<file path="src/csa_pkg.sv">
`timescale 1ns / 1ps

package csa_pkg;

    // Window length and the widths that follow from it.
    localparam int WINDOW = 6;
    localparam int SLOT_W = (WINDOW > 1) ? $clog2(WINDOW) : 1;
    localparam int CNT_W  = $clog2(WINDOW + 1);

    // Largest magnitude a window sum can reach (temperature high end dominates).
    localparam int SUM_MAX   = WINDOW * 13000;
    localparam int SUM_W     = $clog2(SUM_MAX + 1);
    localparam int TSUM_W    = SUM_W + 1;

    // Averaging divider: two quotient bits per cycle.
    localparam int DIV_RADIX = 2;
    localparam int DIV_STEPS = (SUM_W + DIV_RADIX - 1) / DIV_RADIX;
    localparam int DIV_W     = DIV_STEPS * DIV_RADIX;
    localparam int STEP_W    = (DIV_STEPS > 1) ? $clog2(DIV_STEPS) : 1;

    // Queue between the front and back parts.
    localparam int QUEUE_DEPTH = 2;
    localparam int QPTR_W      = (QUEUE_DEPTH > 1) ? $clog2(QUEUE_DEPTH) : 1;
    localparam int QCNT_W      = $clog2(QUEUE_DEPTH + 1);

    // Fake temperature sawtooth.
    localparam logic [11:0] FAKE_START = 12'd2400;
    localparam logic [11:0] FAKE_LIMIT = 12'd2800;
    localparam logic [11:0] FAKE_STEP  = 12'd5;

    // Status codes reported with each result.
    typedef enum logic [1:0] {
        ST_OK       = 2'd0,
        ST_ABSENT   = 2'd1,
        ST_TEMP_CRC = 2'd2,
        ST_HUM_CRC  = 2'd3
    } status_t;

    // One classified and scaled frame, passed from front to back.
    typedef struct packed {
        status_t            status;
        logic signed [14:0] temp;
        logic [13:0]        hum;
    } csa_entry_t;

endpackage

</file>
<file path="src/csa_front.sv">
`timescale 1ns / 1ps

module csa_front import csa_pkg::*;
(
    input  logic       clk,
    input  logic       rst_n,
    input  logic       sensor_present,
    input  logic       in_valid,
    output logic       in_ready,
    input  logic [7:0] temp_high_byte,
    input  logic [7:0] temp_low_byte,
    input  logic [7:0] temp_check_byte,
    input  logic [7:0] hum_high_byte,
    input  logic [7:0] hum_low_byte,
    input  logic [7:0] hum_check_byte,
    input  logic       read_failed,
    output logic       push_valid,
    input  logic       push_ready,
    output csa_entry_t push_data
);

    localparam logic [7:0]         CRC_POLY    = 8'h31;
    localparam logic [7:0]         CRC_INIT    = 8'hFF;
    localparam logic [14:0]        TEMP_SPAN   = 15'd17500;
    localparam logic [13:0]        HUM_SPAN    = 14'd10000;
    localparam logic [16:0]        RAW_FULL    = 17'd65535;
    localparam logic signed [15:0] TEMP_OFFSET = 16'sd4500;

    typedef enum logic [4:0] {
        F_IDLE = 5'b00001,
        F_CRC  = 5'b00010,
        F_MUL  = 5'b00100,
        F_DIV  = 5'b01000,
        F_PUSH = 5'b10000
    } front_state_t;

    front_state_t state_reg, state_next;
    logic [1:0]   cnt_reg, cnt_next;

    logic [15:0]  traw_reg, hraw_reg;
    logic [15:0]  tshift_reg, hshift_reg;
    logic [7:0]   tcrc_reg, hcrc_reg;
    logic [7:0]   tchk_reg, hchk_reg;
    logic         fail_reg;
    logic [30:0]  tprod_reg;
    logic [29:0]  hprod_reg;
    csa_entry_t   entry_reg;

    logic [15:0]        tq, hq;
    logic signed [15:0] tval;
    status_t            stat;

    // Four CRC steps, data bits taken most significant first.
    function automatic logic [7:0] crc_step4(input logic [7:0] crc, input logic [3:0] data);
        logic [7:0] c;
        logic       fb;
        c = crc;
        for (int i = 3; i >= 0; i--)
        begin
            fb = c[7] ^ data[i];
            c  = {c[6:0], 1'b0} ^ (fb ? CRC_POLY : 8'h00);
        end
        return c;
    endfunction

    // Floor division by 65535 for products below 65535 * 65536, with one correction.
    function automatic logic [15:0] div_full(input logic [31:0] x);
        logic [15:0] q0;
        logic [16:0] r0;
        q0 = x[31:16];
        r0 = {1'b0, x[15:0]} + {1'b0, q0};
        return q0 + 16'(r0 >= RAW_FULL);
    endfunction

    assign in_ready   = (state_reg == F_IDLE);
    assign push_valid = (state_reg == F_PUSH);
    assign push_data  = entry_reg;

    // Sequencer state.
    always_comb
    begin
        state_next = state_reg;
        cnt_next   = cnt_reg;
        unique case (state_reg)
            F_IDLE:
            begin
                cnt_next = 2'd0;
                if (in_valid)
                begin
                    state_next = F_CRC;
                end
            end
            F_CRC:
            begin
                cnt_next = cnt_reg + 2'd1;
                if (cnt_reg == 2'd3)
                begin
                    state_next = F_MUL;
                end
            end
            F_MUL:  state_next = F_DIV;
            F_DIV:  state_next = F_PUSH;
            F_PUSH:
            begin
                if (push_ready)
                begin
                    state_next = F_IDLE;
                end
            end
            default: state_next = F_IDLE;
        endcase
    end

    always_ff @(posedge clk or negedge rst_n)
    begin
        if (!rst_n)
        begin
            state_reg <= F_IDLE;
            cnt_reg   <= 2'd0;
        end
        else
        begin
            state_reg <= state_next;
            cnt_reg   <= cnt_next;
        end
    end

    // Scaled values and the failure that comes first in precedence.
    always_comb
    begin
        tq   = div_full(32'(tprod_reg));
        hq   = div_full(32'(hprod_reg));
        tval = $signed({1'b0, tq[14:0]}) - TEMP_OFFSET;
        if (fail_reg)
        begin
            stat = ST_ABSENT;
        end
        else if (tcrc_reg != tchk_reg)
        begin
            stat = ST_TEMP_CRC;
        end
        else if (hcrc_reg != hchk_reg)
        begin
            stat = ST_HUM_CRC;
        end
        else
        begin
            stat = ST_OK;
        end
    end

    // Frame capture, CRC iteration, scaling multiply and the queue entry.
    always_ff @(posedge clk)
    begin
        if (in_ready && in_valid)
        begin
            traw_reg   <= {temp_high_byte, temp_low_byte};
            hraw_reg   <= {hum_high_byte, hum_low_byte};
            tshift_reg <= {temp_high_byte, temp_low_byte};
            hshift_reg <= {hum_high_byte, hum_low_byte};
            tchk_reg   <= temp_check_byte;
            hchk_reg   <= hum_check_byte;
            fail_reg   <= read_failed | ~sensor_present;
            tcrc_reg   <= CRC_INIT;
            hcrc_reg   <= CRC_INIT;
        end
        if (state_reg == F_CRC)
        begin
            tcrc_reg   <= crc_step4(tcrc_reg, tshift_reg[15:12]);
            hcrc_reg   <= crc_step4(hcrc_reg, hshift_reg[15:12]);
            tshift_reg <= {tshift_reg[11:0], 4'h0};
            hshift_reg <= {hshift_reg[11:0], 4'h0};
        end
        if (state_reg == F_MUL)
        begin
            tprod_reg <= 31'(traw_reg) * 31'(TEMP_SPAN);
            hprod_reg <= 30'(hraw_reg) * 30'(HUM_SPAN);
        end
        if (state_reg == F_DIV)
        begin
            entry_reg.status <= stat;
            entry_reg.temp   <= tval[14:0];
            entry_reg.hum    <= hq[13:0];
        end
    end

endmodule

</file>
<file path="src/csa_queue.sv">
`timescale 1ns / 1ps

module csa_queue import csa_pkg::*;
(
    input  logic       clk,
    input  logic       rst_n,
    input  logic       push_valid,
    output logic       push_ready,
    input  csa_entry_t push_data,
    output logic       pop_valid,
    input  logic       pop_ready,
    output csa_entry_t pop_data
);

    csa_entry_t          mem_reg [QUEUE_DEPTH];
    logic [QPTR_W-1:0]   wr_ptr_reg, wr_ptr_next;
    logic [QPTR_W-1:0]   rd_ptr_reg, rd_ptr_next;
    logic [QCNT_W-1:0]   count_reg, count_next;
    logic                do_push, do_pop;

    assign push_ready = (count_reg < QCNT_W'(QUEUE_DEPTH));
    assign pop_valid  = (count_reg != '0);
    assign pop_data   = mem_reg[rd_ptr_reg];
    assign do_push    = push_valid & push_ready;
    assign do_pop     = pop_valid & pop_ready;

    // Pointer and fill count update.
    always_comb
    begin
        wr_ptr_next = wr_ptr_reg;
        rd_ptr_next = rd_ptr_reg;
        count_next  = count_reg;
        if (do_push)
        begin
            wr_ptr_next = (wr_ptr_reg == QPTR_W'(QUEUE_DEPTH - 1)) ? '0 : wr_ptr_reg + 1'b1;
        end
        if (do_pop)
        begin
            rd_ptr_next = (rd_ptr_reg == QPTR_W'(QUEUE_DEPTH - 1)) ? '0 : rd_ptr_reg + 1'b1;
        end
        if (do_push && !do_pop)
        begin
            count_next = count_reg + 1'b1;
        end
        else if (do_pop && !do_push)
        begin
            count_next = count_reg - 1'b1;
        end
    end

    always_ff @(posedge clk or negedge rst_n)
    begin
        if (!rst_n)
        begin
            wr_ptr_reg <= '0;
            rd_ptr_reg <= '0;
            count_reg  <= '0;
        end
        else
        begin
            wr_ptr_reg <= wr_ptr_next;
            rd_ptr_reg <= rd_ptr_next;
            count_reg  <= count_next;
        end
    end

    // Entry storage.
    always_ff @(posedge clk)
    begin
        if (do_push)
        begin
            mem_reg[wr_ptr_reg] <= push_data;
        end
    end

endmodule

</file>
<file path="src/csa_back.sv">
`timescale 1ns / 1ps

module csa_back import csa_pkg::*;
(
    input  logic               clk,
    input  logic               rst_n,
    input  logic               pop_valid,
    output logic               pop_ready,
    input  csa_entry_t         pop_data,
    output logic               out_valid,
    input  logic               out_ready,
    output logic signed [14:0] temp_used,
    output logic [13:0]        hum_used,
    output logic signed [14:0] temp_average,
    output logic [13:0]        hum_average,
    output logic [1:0]         status
);

    typedef enum logic [2:0] {
        B_IDLE = 3'b001,
        B_DIV  = 3'b010,
        B_DONE = 3'b100
    } back_state_t;

    back_state_t state_reg, state_next;

    // Window storage and running sums.
    logic signed [14:0]        temp_win_reg [WINDOW];
    logic [13:0]               hum_win_reg  [WINDOW];
    logic [SLOT_W-1:0]         slot_reg, slot_next;
    logic [CNT_W-1:0]          filled_reg, filled_next;
    logic [11:0]               fake_reg, fake_next;
    logic signed [TSUM_W-1:0]  tsum_reg, tsum_next;
    logic [SUM_W-1:0]          hsum_reg, hsum_next;

    // Divider registers.
    logic [DIV_W-1:0]          tq_reg, hq_reg, tq_next, hq_next;
    logic [CNT_W-1:0]          trem_reg, hrem_reg, trem_next, hrem_next;
    logic [CNT_W-1:0]          div_n_reg;
    logic                      neg_reg;
    logic [STEP_W-1:0]         step_reg, step_next;

    // Result registers.
    logic signed [14:0]        tsmp_reg, tavg_reg;
    logic [13:0]               hsmp_reg, havg_reg;
    status_t                   stat_reg;

    logic                      do_pop, last_step, fail, full;
    logic [11:0]               fake_step;
    logic signed [14:0]        new_temp, old_temp;
    logic [13:0]               new_hum, old_hum;
    logic signed [TSUM_W-1:0]  tneg;
    logic [SUM_W-1:0]          tmag;
    logic [CNT_W:0]            t_s, h_s;
    logic [DIV_W-1:0]          t_q, h_q;
    logic [CNT_W-1:0]          t_r, h_r;
    logic signed [DIV_W:0]     tavg_w;

    assign pop_ready    = (state_reg == B_IDLE);
    assign do_pop       = pop_valid & pop_ready;
    assign last_step    = (step_reg == STEP_W'(DIV_STEPS - 1));
    assign out_valid    = (state_reg == B_DONE);
    assign temp_used    = tsmp_reg;
    assign hum_used     = hsmp_reg;
    assign temp_average = tavg_reg;
    assign hum_average  = havg_reg;
    assign status       = stat_reg;

    // Sample selection, window update and running sums for a popped entry.
    always_comb
    begin
        fail      = (pop_data.status != ST_OK);
        fake_step = fake_reg + FAKE_STEP;
        fake_next = (fake_step > FAKE_LIMIT) ? FAKE_START : fake_step;
        new_temp  = fail ? $signed({3'b000, fake_next}) : pop_data.temp;
        new_hum   = fail ? 14'd0 : pop_data.hum;
        full      = (filled_reg == CNT_W'(WINDOW));
        old_temp  = full ? temp_win_reg[slot_reg] : 15'sd0;
        old_hum   = full ? hum_win_reg[slot_reg] : 14'd0;
        tsum_next = tsum_reg - TSUM_W'(old_temp) + TSUM_W'(new_temp);
        hsum_next = hsum_reg - SUM_W'(old_hum) + SUM_W'(new_hum);
        filled_next = full ? filled_reg : filled_reg + 1'b1;
        slot_next = (slot_reg == SLOT_W'(WINDOW - 1)) ? '0 : slot_reg + 1'b1;
        tneg      = -tsum_next;
        tmag      = tsum_next[TSUM_W-1] ? tneg[SUM_W-1:0] : tsum_next[SUM_W-1:0];
    end

    // Restoring division, two quotient bits per cycle for both sums.
    always_comb
    begin
        t_q = tq_reg;
        h_q = hq_reg;
        t_r = trem_reg;
        h_r = hrem_reg;
        t_s = '0;
        h_s = '0;
        for (int k = 0; k < DIV_RADIX; k++)
        begin
            t_s = {t_r, t_q[DIV_W-1]};
            h_s = {h_r, h_q[DIV_W-1]};
            t_q = {t_q[DIV_W-2:0], 1'b0};
            h_q = {h_q[DIV_W-2:0], 1'b0};
            if (t_s >= {1'b0, div_n_reg})
            begin
                t_s    = t_s - {1'b0, div_n_reg};
                t_q[0] = 1'b1;
            end
            if (h_s >= {1'b0, div_n_reg})
            begin
                h_s    = h_s - {1'b0, div_n_reg};
                h_q[0] = 1'b1;
            end
            t_r = t_s[CNT_W-1:0];
            h_r = h_s[CNT_W-1:0];
        end
        tq_next   = t_q;
        hq_next   = h_q;
        trem_next = t_r;
        hrem_next = h_r;
        tavg_w    = neg_reg ? -$signed({1'b0, tq_next}) : $signed({1'b0, tq_next});
    end

    // Back part sequencer.
    always_comb
    begin
        state_next = state_reg;
        step_next  = step_reg;
        unique case (state_reg)
            B_IDLE:
            begin
                step_next = '0;
                if (pop_valid)
                begin
                    state_next = B_DIV;
                end
            end
            B_DIV:
            begin
                step_next = step_reg + 1'b1;
                if (last_step)
                begin
                    state_next = B_DONE;
                end
            end
            B_DONE:
            begin
                if (out_ready)
                begin
                    state_next = B_IDLE;
                end
            end
            default: state_next = B_IDLE;
        endcase
    end

    // Control state and running window state.
    always_ff @(posedge clk or negedge rst_n)
    begin
        if (!rst_n)
        begin
            state_reg  <= B_IDLE;
            step_reg   <= '0;
            slot_reg   <= '0;
            filled_reg <= '0;
            fake_reg   <= FAKE_START;
            tsum_reg   <= '0;
            hsum_reg   <= '0;
        end
        else
        begin
            state_reg <= state_next;
            step_reg  <= step_next;
            if (do_pop)
            begin
                slot_reg   <= slot_next;
                filled_reg <= filled_next;
                tsum_reg   <= tsum_next;
                hsum_reg   <= hsum_next;
                if (fail)
                begin
                    fake_reg <= fake_next;
                end
            end
        end
    end

    // Window entries, divider operands and result fields.
    always_ff @(posedge clk)
    begin
        if (do_pop)
        begin
            temp_win_reg[slot_reg] <= new_temp;
            hum_win_reg[slot_reg]  <= new_hum;
            tq_reg    <= DIV_W'(tmag);
            hq_reg    <= DIV_W'(hsum_next);
            trem_reg  <= '0;
            hrem_reg  <= '0;
            div_n_reg <= filled_next;
            neg_reg   <= tsum_next[TSUM_W-1];
            tsmp_reg  <= new_temp;
            hsmp_reg  <= new_hum;
            stat_reg  <= pop_data.status;
        end
        if (state_reg == B_DIV)
        begin
            tq_reg   <= tq_next;
            hq_reg   <= hq_next;
            trem_reg <= trem_next;
            hrem_reg <= hrem_next;
            if (last_step)
            begin
                tavg_reg <= tavg_w[14:0];
                havg_reg <= hq_next[13:0];
            end
        end
    end

endmodule

</file>
<file path="src/checked_sensor_sample_averager.sv">
`timescale 1ns / 1ps

// Channel   Signals                               Payload
// --------  ------------------------------------  ------------------------------------------
// input     in_valid / in_ready                   six frame bytes, read_failed
// output    out_valid / out_ready                 temp_used, hum_used, temp_average,
//                                                 hum_average, status
// config    cfg_valid / cfg_ready                 cfg_data (sensor_present)
//
// The front part takes a new request only once the last one is pushed: capture, four CRC steps
// at four bits each, one scaling multiply and one divide-by-65535 correction, then a queue push.
// The back part takes a new request only once its result has left the output, and its
// two-bits-per-cycle averaging divider sets the sustained rate.
// A two-entry queue between the parts lets the front keep taking requests while a
// result waits at the output. Reset is asynchronous and needs no clearing pass.

module checked_sensor_sample_averager import csa_pkg::*;
(
    input  logic               clk,
    input  logic               rst_n,
    input  logic               cfg_valid,
    output logic               cfg_ready,
    input  logic               cfg_data,
    input  logic               in_valid,
    output logic               in_ready,
    input  logic [7:0]         temp_high_byte,
    input  logic [7:0]         temp_low_byte,
    input  logic [7:0]         temp_check_byte,
    input  logic [7:0]         hum_high_byte,
    input  logic [7:0]         hum_low_byte,
    input  logic [7:0]         hum_check_byte,
    input  logic               read_failed,
    output logic               out_valid,
    input  logic               out_ready,
    output logic signed [14:0] temp_used,
    output logic [13:0]        hum_used,
    output logic signed [14:0] temp_average,
    output logic [13:0]        hum_average,
    output logic [1:0]         status
);

    logic       present_reg;
    logic       push_valid, push_ready, pop_valid, pop_ready;
    csa_entry_t push_data, pop_data;

    // The configuration register is always ready to take a write.
    assign cfg_ready = 1'b1;

    always_ff @(posedge clk or negedge rst_n)
    begin
        if (!rst_n)
        begin
            present_reg <= 1'b1;
        end
        else if (cfg_valid)
        begin
            present_reg <= cfg_data;
        end
    end

    // Front part: CRC check, classification and scaling.
    csa_front u_front
    (
        .clk             (clk),
        .rst_n           (rst_n),
        .sensor_present  (present_reg),
        .in_valid        (in_valid),
        .in_ready        (in_ready),
        .temp_high_byte  (temp_high_byte),
        .temp_low_byte   (temp_low_byte),
        .temp_check_byte (temp_check_byte),
        .hum_high_byte   (hum_high_byte),
        .hum_low_byte    (hum_low_byte),
        .hum_check_byte  (hum_check_byte),
        .read_failed     (read_failed),
        .push_valid      (push_valid),
        .push_ready      (push_ready),
        .push_data       (push_data)
    );

    // Queue between the two parts.
    csa_queue u_queue
    (
        .clk        (clk),
        .rst_n      (rst_n),
        .push_valid (push_valid),
        .push_ready (push_ready),
        .push_data  (push_data),
        .pop_valid  (pop_valid),
        .pop_ready  (pop_ready),
        .pop_data   (pop_data)
    );

    // Back part: fake samples, windows and averaging.
    csa_back u_back
    (
        .clk          (clk),
        .rst_n        (rst_n),
        .pop_valid    (pop_valid),
        .pop_ready    (pop_ready),
        .pop_data     (pop_data),
        .out_valid    (out_valid),
        .out_ready    (out_ready),
        .temp_used    (temp_used),
        .hum_used     (hum_used),
        .temp_average (temp_average),
        .hum_average  (hum_average),
        .status       (status)
    );

endmodule

</file>
<file path="config.mk">
export PLATFORM = sky130hd
export DESIGN_NAME = checked_sensor_sample_averager
export DESIGN_NICKNAME = d
export VERILOG_FILES = /design/src/csa_pkg.sv /design/src/csa_front.sv /design/src/csa_queue.sv /design/src/csa_back.sv /design/src/checked_sensor_sample_averager.sv
export SDC_FILE = /design/constraint.sdc
export NUM_CORES = 1
export LEC_CHECK = 0
export BUFFER_PORTS_ARGS = -buffer_cell sky130_fd_sc_hd__buf_2
export CORE_MARGIN = 2
export CORE_UTILIZATION = 25
export CTS_CLUSTER_DIAMETER = 60
export DETAILED_ROUTE_END_ITERATION = 12
export PLACE_DENSITY = 0.36
export SLEW_MARGIN = 20
export SYNTH_ARGS = -nofsm -noshare
export SYNTH_HDL_FRONTEND = slang
export SYNTH_SLANG_ARGS = --single-unit
</file>
<file path="constraint.sdc">
create_clock -name clk -period 6 [get_ports clk]
set_input_delay 0.9 -clock clk [delete_from_list [all_inputs] [get_ports clk]]
set_output_delay 0.9 -clock clk [all_outputs]
set_load 0.03 [all_outputs]
</file>
==> results of run 1 <==
[area by class of cell]
class                      instances  area [µm²]
clock buffer                     107        2310
fill                           13500       92700
sequential                       597       17500
multi-input combinational       1638       14200
inverter                         367        1380
timing repair buffer             170         988
clock inverter                    50         546
tap                             1755        2200
[through the flow]
stage                     cells  instance area (µm²)  setup WS (ps)  hold slack [ps]   util
final                      4684                39100            383              234  0.297
after global routing       4684                39100           61.0              239  0.297
after CTS                  4682                39100            101              196  0.296
after floorplan            2677                33300            707              421      -
after detailed placement   4525                36200            113              431  0.275
after global placement     4525                36200            171              425  0.275
[cell families after synthesis]
family / after synthesis / synth area share
AO/OA/AOI/OAI: 438 / 0.0888
XOR/XNOR: 191 / 0.0503
adder cells (fa/ha/maj): 369 / 0.165
buffers and inverters: 442 / 0.0504
flip-flops: 597 / 0.526
multiplexers: 99 / 0.0419
other: 1 / 0.000113
AND/OR/NAND/NOR: 540 / 0.0770
[layer usage]
layer | wire, µm | up-vias
met1 | 37800 | 9675
met5 | 0 | -
met2 | 37300 | 281
li1 | - | 9857
met3 | 3160 | 113
met4 | 1640 | 0
[cells in the mapped netlist (all sizes together) (7+ instances only)]
cell type and instances:
a211oi 41, a21o 38, a21oi 108, a22o 25, a31oi 15, and2 10, and3 15, buf 19
clkbuf 56, dfrtp 65, dfstp 7, dfxtp 8, edfxtp 517, fa 117, ha 252, inv 366
mux2 31, mux2i 39, mux4 29, nand2 212, nand2b 21, nand3 29, nand4 16, nor2 120
nor2b 23, nor3 35, nor4 12, o211ai 15, o21a 16, o21ai 91, o31ai 18, or2 8
or3 19, xnor2 116, xor2 75
[worst reg2reg max path, stage by stage (launching register included)]
cell,delay (ps)
dfrtp_1,430
ha_2,260
o211ai_1,300
nor2_1,130
nand2_1,100
xor2_1,270
a21o_1,170
a21oi_2,60
buf_4,170
or3_1,350
o21a_1,160
fa_1,530
inv_1,50
ha_1,390
a21oi_1,160
o21ai_0,90
a211o_1,350
or4_1,480
and3_4,210
and3_4,180
a2111oi_2,320
and3b_1,210
[worst max path at each step]
stage / start / to / slack (ps) / depth (start not counted)
global route: u_back.fake_reg[0]$_DFFE_PN0P_ / u_back.tq_reg[16]$_DFFE_PP_ / 60 / 24
global placement: u_back.fake_reg[0]$_DFFE_PN0P_ / u_back.tq_reg[16]$_DFFE_PP_ / 170 / 20
detailed placement: u_back.fake_reg[0]$_DFFE_PN0P_ / u_back.tq_reg[16]$_DFFE_PP_ / 110 / 20
floorplan: u_back.fake_reg[0]$_DFFE_PN0P_ / u_back.tq_reg[16]$_DFFE_PP_ / 710 / 23
CTS: u_back.fake_reg[0]$_DFFE_PN0P_ / u_back.tq_reg[16]$_DFFE_PP_ / 100 / 20
finish: u_back.fake_reg[0]$_DFFE_PN0P_ / u_back.tq_reg[16]$_DFFE_PP_ / 380 / 21
[repair_timing]
action                     in CTS  in global routing
setup endpoints to repair       0                 16
hold endpoints to repair        0                  0
setup buffers                   0                  2
resized for setup               0                  4
[cell usage in the layout (no fill, tap or decap), types with 13 or more instances in the layout]
master / Yosys / layout
a21oi_1: 105 / 105
and3_1: 13 / 13
a22o_1: 25 / 25
xor2_1: 75 / 75
a21o_1: 38 / 38
o21ai_0: 90 / 89
fa_1: 117 / 117
clkbuf_1: 55 / 15
buf_2: 9 / 115
or3_1: 17 / 17
nand2_1: 212 / 210
mux2i_1: 39 / 39
inv_1: 365 / 364
dfrtp_1: 65 / 63
mux4_2: 29 / 29
nor2_1: 120 / 119
o21a_1: 14 / 14
mux2_2: 31 / 31
nor3_1: 34 / 29
xnor2_1: 116 / 116
nor2b_1: 20 / 19
edfxtp_1: 517 / 517
o31ai_1: 18 / 18
nand3_1: 29 / 29
buf_4: 1 / 55
clkbuf_16: 0 / 88
nand2b_1: 21 / 21
nand4_1: 16 / 16
o211ai_1: 15 / 15
ha_1: 252 / 251
a31oi_1: 15 / 15
a211oi_1: 39 / 39
==> impl_metrics.ini, run 1 <==
[route]
number_of_remaining_drc_errors = 0
drt.antenna.violating_nets = 0
drt_pre_antenna_iters = 5
vias_per_cell = 4.25
finalWirelength_mm = 80.0
detailedRoute.firstIterationViolations = 1004
detail_route.wl_per_cell_um = 17.1
routed-via-count = 19900

[synth]
synth-warning-count = 0
cell_type_with_the_largest_total_area_after_synthesis = edfxtp_1
post-synth-top-area-fraction = 0.467
synth.distinct_cells = 90
yosys-top-cells-area = edfxtp_1 47%, ha_1 9.5%, fa_1 7.0%, dfrtp_1 4.9%, inv_1 4.1%
synth-main-ff-cell = edfxtp_1
flip_flop_and_latch_count_after_synthesis = 597
synthesis.instances = 2677
syn_area_um2 = 33200
post_synth.cell_area_avg_um2 = 12.4
ys_async_sr_fraction = 0.121
synth.net_count = 3101
synth_enable_flop_cells = 517
yosysSeqAreaShare = 0.526

[critical_path]
timing_worst_setup_path_type = reg -> reg
slowest_delay_ps = 530
timing.critical_path.cells = ha_2 > o211ai_1 > nor2_1 > nand2_1 > xor2_1 > a21o_1 > a21oi_2 > buf_4 > or3_1 > o21a_1 > fa_1 > inv_1 > ha_1 > a21oi_1 > o21ai_0 > a211o_1 > or4_1 > and3_4 > and3_4 > a2111oi_2 > and3b_1
worst_path_most_repeated_cell = and3_4
critPathCaptureType = flip-flop
worst-r2r-cell-count = 21
crit_path_max_fanout = 8
regToRegSetupSlack_ps = 380
start_kind = flip-flop
worst-path-buf-inv = 2
slowest_cell_on_the_critical_path = fa_1
cp_data_required_time_ps = 6430
worstPathArrival_ps = 6050
r2r-end = u_back.tq_reg[16]$_DFFE_PP_
worst_path_dominant_cell_family = simple AND/OR/NAND/NOR gates
r2r_start = u_back.fake_reg[0]$_DFFE_PN0P_

[timing]
fin_crit_sh = 0.936
hold_viol = 0
finalSetupTns_ps = 0
final-setup-viol-count = 0
period_minus_slack_ps = 5620
fin_skew_ps = 23.1
final_max_slew_viol_count = 0
slew_headroom = 0.303
tightestPinTransition_ps = 1040
grt_setup_unrepaired = no
timing.fmax_ghz = 0.178

[global_routing]
grt_busiest_layer = met2
global_route.overflow_total = 0
grt.met1_usage = 0.157
met3_usage = 0.0238
grt_use_met2 = 0.197
antenna_violations_before_repair = 0
all_layer_global_routing_usage = 0.119
grt_pass1_wl_mm = 126
grt_max_degree = 82
grt_pass1_vias = 21200

[hold_path]
timing.hold.worst.class = in -> async

[clock_tree]
max-clock-path-buffers = 3
cts_hold_buffers = 0
tritoncts = built
clk-insertion-delay-late_ps = 670
ctsRootBufferMaster = clkbuf_16
htree_levels = 3
cts.sinks = 597
cts_made_buffers = 85
worst_setup_hold_path_clk_slew_ps = 60

[floorplanning]
die_width_um = 369
chipHeight_um = 369
i_o_pin_count = 118
die_area_um2 = 136000
initial_utilization = 0.252
row_count = 133
fp.coreArea_um2 = 132000

[placement]
routabilityCongestion = 0.777
number_of_buffer_cells_added_on_primary_ports = 116
detailed_placement_hpwl_mm = 59.3

[layout]
drive_above_1_share = 0.144
area_growth_pct = 17.6
nets = 3283
largest_register_ff_count = 90
antenna_cells = 0

[run_status]
run_status = finished, final reports clean

[flow_run]
count_of_maximum_capacitance_violations = 0
Power of run 1 is left out: the tool's default activity adds up to more than one toggle a clock period on the data nets, which glitch-free logic cannot reach.
==> inputs of run 2 (changes only) <==
--- a/config.mk
+++ b/config.mk
@@ -7,10 +7,11 @@
 export LEC_CHECK = 0
 export BUFFER_PORTS_ARGS = -buffer_cell sky130_fd_sc_hd__buf_2
 export CORE_MARGIN = 2
-export CORE_UTILIZATION = 25
+export CORE_UTILIZATION = 50
 export CTS_CLUSTER_DIAMETER = 60
 export DETAILED_ROUTE_END_ITERATION = 12
-export PLACE_DENSITY = 0.36
+export PLACE_DENSITY = 0.65
+export RECOVER_POWER = 50
 export SLEW_MARGIN = 20
 export SYNTH_ARGS = -nofsm -noshare
 export SYNTH_HDL_FRONTEND = slang
==> impl_metrics.ini, run 2 (synthesized netlist as in run 1, its figures left out) <==
[critical_path]
slowest_cell_on_the_critical_path = dfstp_2
slowest_delay_ps = 580
timing_worst_setup_path_type = reg -> reg
crit_path_max_fanout = 8
start_kind = flip-flop
worst-path-buf-inv = 3
critPathCaptureType = flip-flop
worst_path_dominant_cell_family = simple AND/OR/NAND/NOR gates
cp_data_required_time_ps = 6360
worstPathArrival_ps = 6010
timing.critical_path.cells = nand2_1 > nor3_1 > clkbuf_1 > nand3_1 > xor2_1 > nand2b_1 > a21oi_1 > clkbuf_1 > fa_1 > ha_1 > inv_2 > o21ai_0 > a211o_1 > or4_1 > and3_4 > and3_4 > a2111oi_2 > and3b_1

[route]
vias_per_cell = 5.31
drt.antenna.violating_nets = 0
routed-via-count = 19900
drt_pre_antenna_iters = 7
finalWirelength_mm = 65.8
detailedRoute.firstIterationViolations = 1281
detail_route.wl_per_cell_um = 17.6
number_of_remaining_drc_errors = 0

[global_routing]
grt_pass1_vias = 20500
antenna_violations_before_repair = 0
global_route.overflow_total = 0
all_layer_global_routing_usage = 0.197
grt_max_degree = 82
grt_pass1_wl_mm = 107

[floorplanning]
chipHeight_um = 262
fp.coreArea_um2 = 65700
row_count = 94
die_area_um2 = 68600
die_width_um = 262
initial_utilization = 0.506
i_o_pin_count = 118

[clock_tree]
max-clock-path-buffers = 3
cts.sinks = 597
worst_setup_hold_path_clk_slew_ps = 60
tritoncts = built
ctsRootBufferMaster = clkbuf_16
clk-insertion-delay-late_ps = 610
post-cts-setup-buffer-count = 0
cts_made_buffers = 67
htree_levels = 3

[layout]
area_growth_pct = 11.3
antenna_cells = 0
drive_above_1_share = 0.0930
layout.core_utilization = 0.563
largest_register_ff_count = 90
most_used_cells_in_the_layout_excluding_fill_and_tap_cells = 517 x edfxtp_1, 364 x inv_1, 251 x ha_1
nets = 3253
final_common_cell = edfxtp_1

[timing]
tightestPinTransition_ps = 3470
finalSetupTns_ps = 0
fin_crit_sh = 0.943
final-setup-viol-count = 0
timing.fmax_ghz = 0.177
fin_skew_ps = 20.9
grt_setup_unrepaired = no
hold_viol = 0
period_minus_slack_ps = 5660
final_max_slew_viol_count = 345
slew_headroom = -1.31

[placement]
routabilityCongestion = 0.850
number_of_buffer_cells_added_on_primary_ports = 116
detailed_placement_hpwl_mm = 48.1

[hold_path]
timing.hold.worst.class = reg -> reg

[run_status]
run_status = finished with violations
violated_checks = capacitance limit, slew limit

[flow_run]
count_of_maximum_capacitance_violations = 9
==> run 2: metal layers <==
metal | routed length [µm] | share of wire | vias to the layer above | global-route usage
li1 | - | - | 9787 | -
met1 | 29300 | 0.45 | 9664 | 0.260
met2 | 32300 | 0.49 | 370 | 0.339
met3 | 2950 | 0.045 | 89 | 0.0350
met4 | 1250 | 0.019 | 0 | 0.0486
met5 | 0 | 0 | - | 0
==> run 2: worst register-to-register path: stages, from the launching register on <==
cell,delay (ps)
dfstp_2,580
nand2_1,120
nor3_1,280
clkbuf_1,190
nand3_1,140
xor2_1,350
nand2b_1,150
a21oi_1,140
clkbuf_1,520
fa_1,540
ha_1,410
inv_2,130
o21ai_0,100
a211o_1,350
or4_1,490
and3_4,200
and3_4,180
a2111oi_2,330
and3b_1,210
==> run 2: per-stage QoR <==
step,hold slack [ps],std cells,cell area (µm²),setup WS [ps]
2_1_floorplan,421,2677,33300,707
3_3_place_gp,424,3624,35000,353
3_5_place_dp,432,3624,35000,202
4_1_cts,178,3747,37200,196
5_1_grt,451,3747,37000,15.8
6_report,444,3747,37000,345
==> run 2: area by class of cell <==
type | count | area (µm²)
Clock buffer | 91 | 1820
Timing Repair Buffer | 158 | 741
Sequential cell | 597 | 17500
Fill cell | 5392 | 28700
Tap cell | 864 | 1080
Clock inverter | 32 | 370
Multi-Input combinational cell | 1638 | 14100
Inverter | 367 | 1380
==> run 2: path summary, 6_finish.rpt <==
| kind | startpoint | endpoint | slack (ps) | depth (start not counted) |
|---|---|---|---|---|
| worst max-delay path | u_back.fake_reg[5]$_DFFE_PN1P_ | u_back.tq_reg[16]$_DFFE_PP_ | 340 | 18 |
| worst min-delay path | u_front.push_data[5]$_DFFE_PP_ | u_queue.mem_reg[0][5]$_DFFE_PP_ | 440 | 0 |
| worst max register to register | u_back.fake_reg[5]$_DFFE_PN1P_ | u_back.tq_reg[16]$_DFFE_PP_ | 340 | 18 |
| worst min register to register | u_front.push_data[5]$_DFFE_PP_ | u_queue.mem_reg[0][5]$_DFFE_PP_ | 440 | 0 |
| max in group asynchronous | rst_n | u_back.hsum_reg[15]$_DFFE_PN0P_ | 1500 | 2 |
| min in group asynchronous | rst_n | u_back.slot_reg[0]$_DFFE_PN0P_ | 590 | 1 |
==> run 2: timing repair <==
action	in CTS	in global routing
setup endpoints to repair	0	10
endpoints found under the hold margin	0	0
resized for setup	0	5
hold buffers	0	0
Power of run 2 is left out for the same reason.
